File: src/rtl/debounced_countdown_timer_macros.svh
// Assertion macros for the countdown timer block.
// Uses the clk_i and rst_ni names of the module that includes this file.
`ifndef DEBOUNCED_COUNTDOWN_TIMER_MACROS_SVH
`define DEBOUNCED_COUNTDOWN_TIMER_MACROS_SVH
`ifndef NO_ASSERTIONS
// Checked only out of reset.
`define DCT_ASSERT(lbl, prop, msg) \
  lbl: assert property (@(posedge clk_i) disable iff (!rst_ni) prop) else $error(msg);
// Checked on every edge, reset included.
`define DCT_ASSERT_ALWAYS(lbl, prop, msg) \
  lbl: assert property (@(posedge clk_i) prop) else $error(msg);
`else
`define DCT_ASSERT(lbl, prop, msg)
`define DCT_ASSERT_ALWAYS(lbl, prop, msg)
`endif
`endif

File: src/rtl/dct_pkg.sv
// Shared constants and types of the debounced countdown timer.
// No dependencies; used by every other file of the block but the assertion macros.
package dct_pkg;

  localparam logic [6:0] MINUTE_LIMIT = 7'd99;
  localparam logic [5:0] SECOND_LAST  = 6'd59;

  localparam logic [1:0] MODE_SETTING  = 2'd0;
  localparam logic [1:0] MODE_COUNTING = 2'd1;
  localparam logic [1:0] MODE_PAUSED   = 2'd2;

  localparam logic [2:0] KEY_MINUTE      = 3'b001;
  localparam logic [2:0] KEY_START       = 3'b010;
  localparam logic [2:0] KEY_SECOND      = 3'b100;
  localparam logic [2:0] LEVELS_RELEASED = 3'b111;

  localparam int unsigned CFG_IDX_W  = 2;
  localparam int unsigned CFG_DATA_W = 10;
  localparam logic [CFG_IDX_W-1:0] CFG_DEBOUNCE = 2'd0;
  localparam logic [CFG_IDX_W-1:0] CFG_TICKS    = 2'd1;

  localparam logic [3:0]  DEBOUNCE_RESET = 4'd7;
  localparam logic [9:0]  TICKS_RESET    = 10'd100;
  localparam logic [10:0] PRESCALE_MAX   = 11'h7FF;

  typedef struct packed {
    logic [1:0] mode;
    logic [6:0] minutes;
    logic [5:0] seconds;
    logic [2:0] pressed;
    logic       expired;
  } result_t;

endpackage

File: src/rtl/dct_if.sv
// Handshake channels of the countdown timer: input ticks, results, config writes.
// Depends on dct_pkg for the config widths.
interface dct_in_if;
  logic       valid;
  logic       ready;
  logic [2:0] switch_levels;
  modport source (output valid, output switch_levels, input ready);
  modport sink (input valid, input switch_levels, output ready);
endinterface

interface dct_out_if;
  logic       valid;
  logic       ready;
  logic [1:0] mode;
  logic [6:0] minutes;
  logic [5:0] seconds;
  logic [2:0] pressed;
  logic       expired;
  modport source (output valid, output mode, output minutes, output seconds,
                  output pressed, output expired, input ready);
  modport sink (input valid, input mode, input minutes, input seconds,
                input pressed, input expired, output ready);
endinterface

interface dct_cfg_if;
  logic                            valid;
  logic                            ready;
  logic [dct_pkg::CFG_IDX_W-1:0]   index;
  logic [dct_pkg::CFG_DATA_W-1:0]  data;
  modport source (output valid, output index, output data, input ready);
  modport sink (input valid, input index, input data, output ready);
endinterface

File: src/rtl/debounced_countdown_timer.sv
// Path: an accepted tick is held in the input register, then its result in the output register.
// Throughput: one tick per cycle; the input register holds one tick while a
// result waits, set by the state update between the two registers.
// Reset: asynchronous, active low; state returns to setting mode, time zero,
// switches released, registers to 7 matches and 100 ticks per second.
`include "debounced_countdown_timer_macros.svh"

module debounced_countdown_timer (
  input  logic      clk_i,
  input  logic      rst_ni,
  dct_in_if.sink    in_i,
  dct_out_if.source out_o,
  dct_cfg_if.sink   cfg_i
);

  logic [3:0]       debounce_matches_q;
  logic [9:0]       ticks_per_second_q;
  logic             s1_valid_q, s1_valid_d;
  logic [2:0]       s1_levels_q;
  logic             out_valid_q, out_valid_d;
  dct_pkg::result_t out_q, result;
  logic             in_acc, advance;
  logic [2:0]       pressed;
  logic             time_ok, expired_ok, both_full;

  assign advance     = s1_valid_q && (!out_valid_q || out_o.ready);
  assign in_i.ready  = !s1_valid_q || advance;
  assign in_acc      = in_i.valid && in_i.ready;
  assign s1_valid_d  = in_acc || (s1_valid_q && !advance);
  assign out_valid_d = advance || (out_valid_q && !out_o.ready);
  assign cfg_i.ready = 1'b1;

  always_ff @(posedge clk_i or negedge rst_ni) begin
    if (!rst_ni) begin
      debounce_matches_q <= dct_pkg::DEBOUNCE_RESET;
      ticks_per_second_q <= dct_pkg::TICKS_RESET;
    end else if (cfg_i.valid) begin
      if (cfg_i.index == dct_pkg::CFG_DEBOUNCE) begin
        debounce_matches_q <= cfg_i.data[3:0];
      end else if (cfg_i.index == dct_pkg::CFG_TICKS) begin
        ticks_per_second_q <= cfg_i.data;
      end
    end
  end

  always_ff @(posedge clk_i or negedge rst_ni) begin
    if (!rst_ni) begin
      s1_valid_q  <= 1'b0;
      out_valid_q <= 1'b0;
    end else begin
      s1_valid_q  <= s1_valid_d;
      out_valid_q <= out_valid_d;
    end
  end

  // payload: hold unless a beat moves
  always_ff @(posedge clk_i) begin
    if (in_acc) s1_levels_q <= in_i.switch_levels;
    if (advance) out_q <= result;
  end

  dct_debounce u_debounce (
    .clk_i              (clk_i),
    .rst_ni             (rst_ni),
    .en_i               (advance),
    .levels_i           (s1_levels_q),
    .debounce_matches_i (debounce_matches_q),
    .pressed_o          (pressed)
  );

  dct_timer u_timer (
    .clk_i              (clk_i),
    .rst_ni             (rst_ni),
    .en_i               (advance),
    .pressed_i          (pressed),
    .ticks_per_second_i (ticks_per_second_q),
    .result_o           (result)
  );

  assign out_o.valid   = out_valid_q;
  assign out_o.mode    = out_q.mode;
  assign out_o.minutes = out_q.minutes;
  assign out_o.seconds = out_q.seconds;
  assign out_o.pressed = out_q.pressed;
  assign out_o.expired = out_q.expired;

  assign time_ok    = (out_q.minutes <= dct_pkg::MINUTE_LIMIT) &&
                      (out_q.seconds <= dct_pkg::SECOND_LAST);
  assign expired_ok = !out_q.expired || (out_q.mode == dct_pkg::MODE_SETTING);
  assign both_full  = s1_valid_q && out_valid_q && !out_o.ready;

  `DCT_ASSERT(a_time_range, out_valid_q |-> time_ok, "time out of range")
  `DCT_ASSERT(a_expired_mode, out_valid_q |-> expired_ok, "expiry outside setting mode")
  `DCT_ASSERT_ALWAYS(a_full_stall, both_full |-> !in_i.ready, "tick taken with both stages full")

endmodule

File: src/rtl/dct_debounce.sv
// Switch debouncer: accepts a level pattern after enough equal samples
// and reports high-to-low edges of the accepted pattern. Uses dct_pkg.
module dct_debounce (
  input  logic       clk_i,
  input  logic       rst_ni,
  input  logic       en_i,
  input  logic [2:0] levels_i,
  input  logic [3:0] debounce_matches_i,
  output logic [2:0] pressed_o
);

  logic [2:0] last_q, last_d;
  logic [3:0] match_q, match_d;
  logic [2:0] stable_q, stable_d;
  logic [3:0] match_inc;

  always_comb begin
    last_d    = last_q;
    match_d   = match_q;
    stable_d  = stable_q;
    match_inc = match_q + 4'd1;
    if (levels_i != last_q) begin
      match_d = '0;
      last_d  = levels_i;
    end else if (match_inc >= debounce_matches_i) begin
      match_d  = '0;
      stable_d = levels_i;
    end else begin
      match_d = match_inc;
    end
  end

  // edge towards pressed (active low)
  assign pressed_o = (stable_d ^ stable_q) & ~stable_d;

  always_ff @(posedge clk_i or negedge rst_ni) begin
    if (!rst_ni) begin
      last_q   <= dct_pkg::LEVELS_RELEASED;
      match_q  <= '0;
      stable_q <= dct_pkg::LEVELS_RELEASED;
    end else if (en_i) begin
      last_q   <= last_d;
      match_q  <= match_d;
      stable_q <= stable_d;
    end
  end

endmodule

File: src/rtl/dct_timer.sv
// Timer core: mode control, time setting and the prescaled countdown.
// Takes the debounced press edges; uses dct_pkg for codes and result_t.
module dct_timer (
  input  logic             clk_i,
  input  logic             rst_ni,
  input  logic             en_i,
  input  logic [2:0]       pressed_i,
  input  logic [9:0]       ticks_per_second_i,
  output dct_pkg::result_t result_o
);

  logic [1:0]  mode_q, mode_d, mode_k;
  logic [6:0]  min_q, min_d, min_k;
  logic [5:0]  sec_q, sec_d, sec_k;
  logic [10:0] pre_q, pre_d, pre_inc;
  logic        expired;

  // key actions
  always_comb begin
    mode_k = mode_q;
    min_k  = min_q;
    sec_k  = sec_q;
    unique case (pressed_i)
      dct_pkg::KEY_SECOND: begin
        if (mode_q == dct_pkg::MODE_SETTING) begin
          if (sec_q < dct_pkg::SECOND_LAST) begin
            sec_k = sec_q + 6'd1;
          end else if (min_q < dct_pkg::MINUTE_LIMIT) begin
            sec_k = '0;
            min_k = min_q + 7'd1;
          end
        end
      end
      dct_pkg::KEY_MINUTE: begin
        if (mode_q == dct_pkg::MODE_SETTING) begin
          if (min_q < dct_pkg::MINUTE_LIMIT) min_k = min_q + 7'd1;
        end else if (mode_q == dct_pkg::MODE_PAUSED) begin
          min_k  = '0;
          sec_k  = '0;
          mode_k = dct_pkg::MODE_SETTING;
        end
      end
      dct_pkg::KEY_START: begin
        if (mode_q == dct_pkg::MODE_COUNTING) begin
          mode_k = dct_pkg::MODE_PAUSED;
        end else if (min_q != '0 || sec_q != '0) begin
          mode_k = dct_pkg::MODE_COUNTING;
        end
      end
      default: ;
    endcase
  end

  // prescaler and countdown
  always_comb begin
    mode_d  = mode_k;
    min_d   = min_k;
    sec_d   = sec_k;
    pre_d   = pre_q;
    expired = 1'b0;
    pre_inc = (pre_q != dct_pkg::PRESCALE_MAX) ? pre_q + 11'd1 : pre_q;
    if (mode_k == dct_pkg::MODE_COUNTING) begin
      pre_d = pre_inc;
      if (pre_inc >= {1'b0, ticks_per_second_i}) begin
        if (min_k == '0 && sec_k == '0) begin
          // the prescaler is not cleared on expiry
          mode_d  = dct_pkg::MODE_SETTING;
          expired = 1'b1;
        end else begin
          if (sec_k == '0) begin
            sec_d = dct_pkg::SECOND_LAST;
            min_d = min_k - 7'd1;
          end else begin
            sec_d = sec_k - 6'd1;
          end
          pre_d = '0;
        end
      end
    end
  end

  assign result_o.mode    = mode_d;
  assign result_o.minutes = min_d;
  assign result_o.seconds = sec_d;
  assign result_o.pressed = pressed_i;
  assign result_o.expired = expired;

  always_ff @(posedge clk_i or negedge rst_ni) begin
    if (!rst_ni) begin
      mode_q <= dct_pkg::MODE_SETTING;
      min_q  <= '0;
      sec_q  <= '0;
      pre_q  <= '0;
    end else if (en_i) begin
      mode_q <= mode_d;
      min_q  <= min_d;
      sec_q  <= sec_d;
      pre_q  <= pre_d;
    end
  end

endmodule

File: src/flat_wrapper.sv
// flat-port wrapper written by rule: the top's interface ports become plain ports
module debounced_countdown_timer_flat 
  (clk_i, rst_ni, in_i_valid, in_i_switch_levels, in_i_ready, out_o_valid, out_o_mode, out_o_minutes, out_o_seconds, out_o_pressed, out_o_expired, out_o_ready, cfg_i_valid, cfg_i_index, cfg_i_data, cfg_i_ready);
  dct_in_if in_i_i ();
  dct_out_if out_o_i ();
  dct_cfg_if cfg_i_i ();
  input  logic clk_i;
  input  logic rst_ni;
  input wire logic [$bits(in_i_i.valid)-1:0] in_i_valid;
  input wire logic [$bits(in_i_i.switch_levels)-1:0] in_i_switch_levels;
  output wire logic [$bits(in_i_i.ready)-1:0] in_i_ready;
  output wire logic [$bits(out_o_i.valid)-1:0] out_o_valid;
  output wire logic [$bits(out_o_i.mode)-1:0] out_o_mode;
  output wire logic [$bits(out_o_i.minutes)-1:0] out_o_minutes;
  output wire logic [$bits(out_o_i.seconds)-1:0] out_o_seconds;
  output wire logic [$bits(out_o_i.pressed)-1:0] out_o_pressed;
  output wire logic [$bits(out_o_i.expired)-1:0] out_o_expired;
  input wire logic [$bits(out_o_i.ready)-1:0] out_o_ready;
  input wire logic [$bits(cfg_i_i.valid)-1:0] cfg_i_valid;
  input wire logic [$bits(cfg_i_i.index)-1:0] cfg_i_index;
  input wire logic [$bits(cfg_i_i.data)-1:0] cfg_i_data;
  output wire logic [$bits(cfg_i_i.ready)-1:0] cfg_i_ready;
  assign in_i_i.valid = in_i_valid;
  assign in_i_i.switch_levels = in_i_switch_levels;
  assign in_i_ready = in_i_i.ready;
  assign out_o_valid = out_o_i.valid;
  assign out_o_mode = out_o_i.mode;
  assign out_o_minutes = out_o_i.minutes;
  assign out_o_seconds = out_o_i.seconds;
  assign out_o_pressed = out_o_i.pressed;
  assign out_o_expired = out_o_i.expired;
  assign out_o_i.ready = out_o_ready;
  assign cfg_i_i.valid = cfg_i_valid;
  assign cfg_i_i.index = cfg_i_index;
  assign cfg_i_i.data = cfg_i_data;
  assign cfg_i_ready = cfg_i_i.ready;
  debounced_countdown_timer u_core (.clk_i(clk_i), .rst_ni(rst_ni), .in_i(in_i_i), .out_o(out_o_i), .cfg_i(cfg_i_i));
endmodule
File: config.mk
export PLATFORM = sky130hd
export DESIGN_NAME = debounced_countdown_timer_flat
export DESIGN_NICKNAME = d
export VERILOG_FILES = /design/src/rtl/dct_pkg.sv /design/src/rtl/dct_if.sv /design/src/rtl/debounced_countdown_timer.sv /design/src/rtl/dct_debounce.sv /design/src/rtl/dct_timer.sv /design/src/flat_wrapper.sv
export VERILOG_INCLUDE_DIRS = /design/src /design/src/rtl
export SDC_FILE = /design/constraint.sdc
export NUM_CORES = 1
export LEC_CHECK = 0
export BUFFER_PORTS_ARGS = -buffer_cell sky130_fd_sc_hd__buf_4
export CORE_AREA = 5 5 122 124
export DETAILED_ROUTE_END_ITERATION = 8
export DIE_AREA = 0 0 127 129
export PLACE_DENSITY_LB_ADDON = 0.3
export SYNTH_ARGS = -nofsm -noshare
export SYNTH_HDL_FRONTEND = slang
export SYNTH_SLANG_ARGS = --single-unit
File: constraint.sdc
create_clock -name clk_i -period 3.4 [get_ports clk_i]
set_clock_uncertainty 0.05 [all_clocks]
set_input_delay 0.34 -clock clk_i [delete_from_list [all_inputs] [get_ports clk_i]]
set_output_delay 0.34 -clock clk_i [all_outputs]
set_load 0.005 [all_outputs]
-- After elaboration in Yosys (flattened, before gate mapping)
Index checks and enable logic that the tools add are counted.
- flip-flop bits (word level): 74
- input bits: 20
- output and inout bits: 22
- logic and storage cells: 101
- add/sub/neg operators: 6
- magnitude comparators: 4
- equality and inequality tests: 9
- multiplexer cells: 36
- bitwise gates (word level): 4
- reductions and logical operators: 25
- operators with widths (cell ; count):
    2-to-1 mux 7 bit ; 9
    2-to-1 mux 6 bit ; 9
    2-to-1 mux 11 bit ; 3
    2-to-1 mux 2 bit ; 7
    one-hot mux 7 bit (2 select lines) ; 1
    one-hot mux 6 bit (2 select lines) ; 1
    adder 11 x 1 -> 11 bit, second input constant ; 1
    >= comparator 11 x 10 -> 1 bit ; 1
    != test 11 bit, second input constant ; 1
    2-to-1 mux 4 bit ; 2
    AND reduction 2 bit ; 4
    adder 7 x 1 -> 7 bit, second input constant ; 1
    logical NOT 7 bit ; 1
    less-than comparator 7 bit, second input constant ; 1
    nonzero test 7 bit ; 1
    subtractor 7 x 1 -> 7 bit, second input constant ; 1
    adder 6 x 1 -> 6 bit, second input constant ; 1
    == test 2 x 1 -> 1 bit, second input constant ; 3
    logical NOT 6 bit ; 1
    less-than comparator 6 bit, second input constant ; 1
    2-to-1 mux 3 bit ; 2
    nonzero test 6 bit ; 1
    subtractor 6 x 1 -> 6 bit, second input constant ; 1
    logical AND 1 bit ; 5
    other kinds (17) ; 25

-- Logic depth before layout (Yosys ltp)
- word-level depth: 13
- mapped depth: 18

-- By module
Synthesis repeated with hierarchy kept, for this count alone.
- cells, all modules: 444
- area, all modules: 4729.5 µm²
- by module, submodules not included (module ; times used ; cells an instance ; area each (µm²) ; sequential area each (µm²)):
    dct_timer ; 1 ; 326 ; 2757.6 ; 650.6
    debounced_countdown_timer ; 1 ; 63 ; 1351.3 ; 1068.5
    dct_debounce ; 1 ; 55 ; 620.6 ; 257.7

-- Worst setup path after synthesis
OpenSTA, ideal clock, no wires.
- path type: flip-flop to flip-flop
- start point: register u_core.u_debounce.match_q[0]
- end point: register u_core.u_timer.sec_q[4]
- library setup time: 125 ps
- data arrival time: 3622 ps
- setup slack: -396 ps
- cell stages (with the launch flop): 19
- clock period less this slack: 3796 ps
- path through: dfrtp_1 ha_1 xor2_1 ha_1 o21ai_0 nor2b_1 nor3_4 buf_6 nand4_1 nor2_1 a21oi_1 ha_1 inv_1 a221oi_1 and4_4 buf_6 nand2_1 a2bb2o_2 mux2_2
- RTL lines (element ; line ; source):
    start: declaration ; dct_debounce.sv:13 ; logic [3:0] match_q, match_d;
    start signal: assignment ; dct_debounce.sv:43 ; match_q <= match_d;
    end signal: assignment ; dct_timer.sv:92 ; sec_q <= '0;
    end signal: assignment ; dct_timer.sv:97 ; sec_q <= sec_d;
    end: declaration ; dct_timer.sv:14 ; logic [5:0] sec_q, sec_d, sec_k;

==> flow_metrics.tcl <==
set metrics [dict create \
    outcome "complete, but fails checks" \
    violations "negative hold slack, negative setup slack" \
    synthTopCellsByArea "dfrtp_1, edfxtp_1, dfstp_2" \
    cts_buffer_depth 2 \
    drc 0 \
    antenna_found_initial 0 \
    antenna_left 0 \
    die_w_um 127 \
    synthToLayoutAreaGrowth_pct 39.63 \
    cts.clk_slew.worst_paths_ns 0.06 \
    ys_seq_area_frac 0.4147 \
    worstPathRequired_ns 3.58 \
    design_area_um2 6656 \
    grt_pass1_vias 4134 \
    max_stage_delay_ns 0.52 \
    drt_pass1_iterations 4 \
    pre_cts_ws_ns -0.3092 \
    synth_cells 459 \
    power.leakage_nw 2.895 \
    final.fill_count 1271 \
    grt_overflow 0 \
    power_density_nw_per_um2 499.0 \
    core_um2 13670 \
    port_buffers 40 \
    startpoint "u_core.u_debounce.match_q[1]" \
    drive_gt1_frac 0.4688 \
    endpoint_kind "register" \
    path_delay_family "simple AND/OR/NAND/NOR gates" \
    setup_violations 34 \
    synth_edf_count 22 \
    fp.dieH_um 129 \
    hold_path.class "input pin to async pin" \
    slew_headroom 0.4784 \
    final.min_clock_period_ns 3.632 \
    seq_area_um2 1978 \
    pin_count 42 \
    clock.fmax_mhz 275.3 \
    synth_seq_cells 74 \
    antenna_cells 0 \
    hold-worst-slack_ns -0.01629 \
    numCtsBuffers 9 \
    num_rows 43 \
    slowest_stage "or4_4" \
    synthesis.nets 502 \
    routabilityCongestion 0.8768 \
    grt_max_degree 53 \
    synth_top_area_cell "dfrtp_1" \
    crit_buf_inv 0 \
    route.vias.total 4089 \
    synth_top_area_frac 0.2100 \
    cpMostUsedCell "ha_4" \
    yosysWarnings 0 \
    fin_nets 631 \
    finalCritPeriodShare 1.068 \
    totalWireLength_um 12620 \
    tightest_slew_ns 0.7813 \
    cts-root-buf "clkbuf_16" \
    die-area_um2 16380 \
    initial_core_util 0.3488 \
    grtUsageTotal 0.1526 \
    grt_setup_unrepaired "yes" \
    r2r_start "u_core.u_debounce.match_q[1]" \
    setup.worst_path.start_class "register" \
    synthArstFlopShare 0.7027 \
    worstPathMaxFanout 7 \
    slew_viol_final 0 \
    wl_per_cell_um 16.33 \
    yosysUniqueCellTypes 87 \
    drt-initial-drc-count 213 \
    peakVddDrop_mv 0.3975 \
    clock_sinks 74 \
    critical_path_class "register to register" \
    grt_pass1_wl_um 19910 \
    placed_area_um2 5842 \
    synth_ff_type "dfrtp_1" \
    maxCapViolations 0 \
    hpwl_um 8974 \
    path_cells "ha_4 > xor2_4 > ha_4 > o21ai_2 > nor2b_4 > or4_4 > nand3_2 > o311a_4 > ha_4 > and3_4 > a31o_4 > nand3_4 > or3_1 > xor2_1 > mux2_4" \
    timing.setup.tns_ns -3.088 \
    avgSynthCellArea_um2 10.39 \
    syn_area_um2 4767 \
    multi_input_area_um2 3070 \
    hold_viol_final 12 \
    setup_ws_ns -0.2319 \
    htree_levels 3 \
    cts_tree "built" \
    clock_latency_ns 0.35 \
    crit_arrival_ns 3.81 \
    via_per_inst 5.290 \
]
==> per-layer routing <==
metal | track usage | wire length [µm]
met4 | 0.07571 | 428
met3 | 0.03570 | 586
met1 | 0.1854 | 5250
met5 | 0 | 0
met2 | 0.2550 | 6358
==> stage by stage <==
step | power, mW | instances | utilization
after global placement | 2.225 | 740 | 0.4275
after detailed placement | 2.244 | 740 | 0.4275
final | 3.322 | 773 | 0.4871
after CTS | 3.257 | 762 | 0.4639
after global routing | 3.529 | 773 | 0.4871
after floorplan | 1.830 | 459 | -
==> flip-flops by register name (all words and copies together), names as in the netlist <==
signal,cells
u_core.debounce_matches_q,4
u_core.out_o.expired,1
u_core.out_o.minutes,7
u_core.out_o.mode,2
u_core.out_o.pressed,3
u_core.out_o.seconds,6
u_core.out_o.valid,1
u_core.s1_levels_q,3
u_core.s1_valid_q,1
u_core.ticks_per_second_q,10
u_core.u_debounce.last_q,3
u_core.u_debounce.match_q,4
u_core.u_debounce.stable_q,3
u_core.u_timer.min_q,7
u_core.u_timer.mode_q,2
u_core.u_timer.pre_q,11
u_core.u_timer.sec_q,6
==> power breakdown <==
group	switching, mW	internal [mW]
clock network	0.370	0.559
logic	0.618	0.611
registers	0.0856	1.08
total	1.07	2.25
==> worst register-to-register path, stage by stage (launching register included) <==
cell     delay, ns
dfrtp_1       0.42
ha_4          0.20
xor2_4        0.19
ha_4          0.29
o21ai_2       0.06
nor2b_4       0.15
or4_4         0.52
nand3_2       0.10
o311a_4       0.21
ha_4          0.13
and3_4        0.16
a31o_4        0.12
nand3_4       0.13
or3_1         0.36
xor2_1        0.16
mux2_4        0.26
==> timing repair <==
item / CTS / global route
cloned: 2 / 0
hold buffers: 0 / 0
pin swaps: 15 / 28
resized for setup: 31 / 51
setup endpoints to repair: 38 / 40
buffers inserted: 4 / 12
==> path summary, 6_finish.rpt <==
| check | end | slack, ns | cells past startpoint |
|---|---|---|---|
| max | u_core.u_timer.min_q[2] | -0.23 | 15 |
| min | u_core.u_timer.min_q[0] | -0.02 | 1 |
| max reg2reg | u_core.u_timer.min_q[2] | -0.23 | 15 |
| min reg2reg | u_core.u_debounce.last_q[2] | 0.42 | 2 |
| max in group asynchronous | u_core.u_debounce.match_q[0] | 2.81 | 1 |
| min in group clk_i | u_core.s1_levels_q[1] | 0.12 | 1 |
==> layout by cell type (no fill, tap or decap), types with 4 or more instances in the layout <==
cell type | Yosys | final
o21ai_2 | 0 | 4
nand2b_1 | 6 | 6
clkbuf_16 | 0 | 10
nand3_1 | 14 | 12
a21o_1 | 5 | 5
xnor2_1 | 9 | 6
buf_4 | 1 | 121
nand2_1 | 48 | 45
inv_1 | 22 | 21
xnor2_2 | 2 | 4
a21oi_1 | 18 | 8
dfstp_2 | 12 | 12
o211ai_1 | 4 | 4
nor3_1 | 9 | 4
buf_6 | 4 | 8
edfxtp_1 | 22 | 22
nor2_2 | 2 | 5
nor2b_1 | 6 | 5
nor2_1 | 24 | 19
dfrtp_1 | 40 | 39
ha_1 | 23 | 15
nand4_1 | 14 | 14
a21oi_2 | 1 | 9
mux2_2 | 27 | 25
xor2_1 | 9 | 8
and2_1 | 5 | 4
ha_4 | 0 | 6
a22o_1 | 12 | 12
o21ai_0 | 24 | 17
nor3_4 | 1 | 4
nor3_2 | 2 | 4
==> cells in the mapped netlist (all sizes together) (3+ instances only) <==
cell	n
nor2b	6
inv	23
a21oi	19
nor3	12
dfrtp	40
clkbuf	7
o311ai	3
a21o	5
o21ai	24
dfstp	12
and3	5
o21a	4
mux2	28
nor4	5
ha	23
or2b	3
nand4	14
nand3b	3
a22o	12
and4	3
buf	6
o211ai	4
and2b	3
xor2	9
xnor2	11
a211oi	4
edfxtp	22
nand2b	6
or4	3
nand2	48
nor2	26
a22oi	5
nand3	15
and2	6
==> area by class of cell <==
cell class / instances / share of cell area
tap: 180 / 0.03383
timing repair buffer: 129 / 0.1500
inverter: 23 / 0.01297
sequential: 74 / 0.2972
clock inverter: 5 / 0.005075
multi-input combinational: 351 / 0.4613
clock buffer: 11 / 0.03966
==> logic make-up after synthesis <==
family,synth area share
multiplexers,0.07113
flip-flops,0.4147
XOR/XNOR,0.03990
buffers and inverters,0.03989
other,0.0007866
adder cells (fa/ha/maj),0.06037
AND/OR/NAND/NOR,0.2021
AO/OA/AOI/OAI,0.1711
Note: power is estimated with default switching activity, not from simulation.
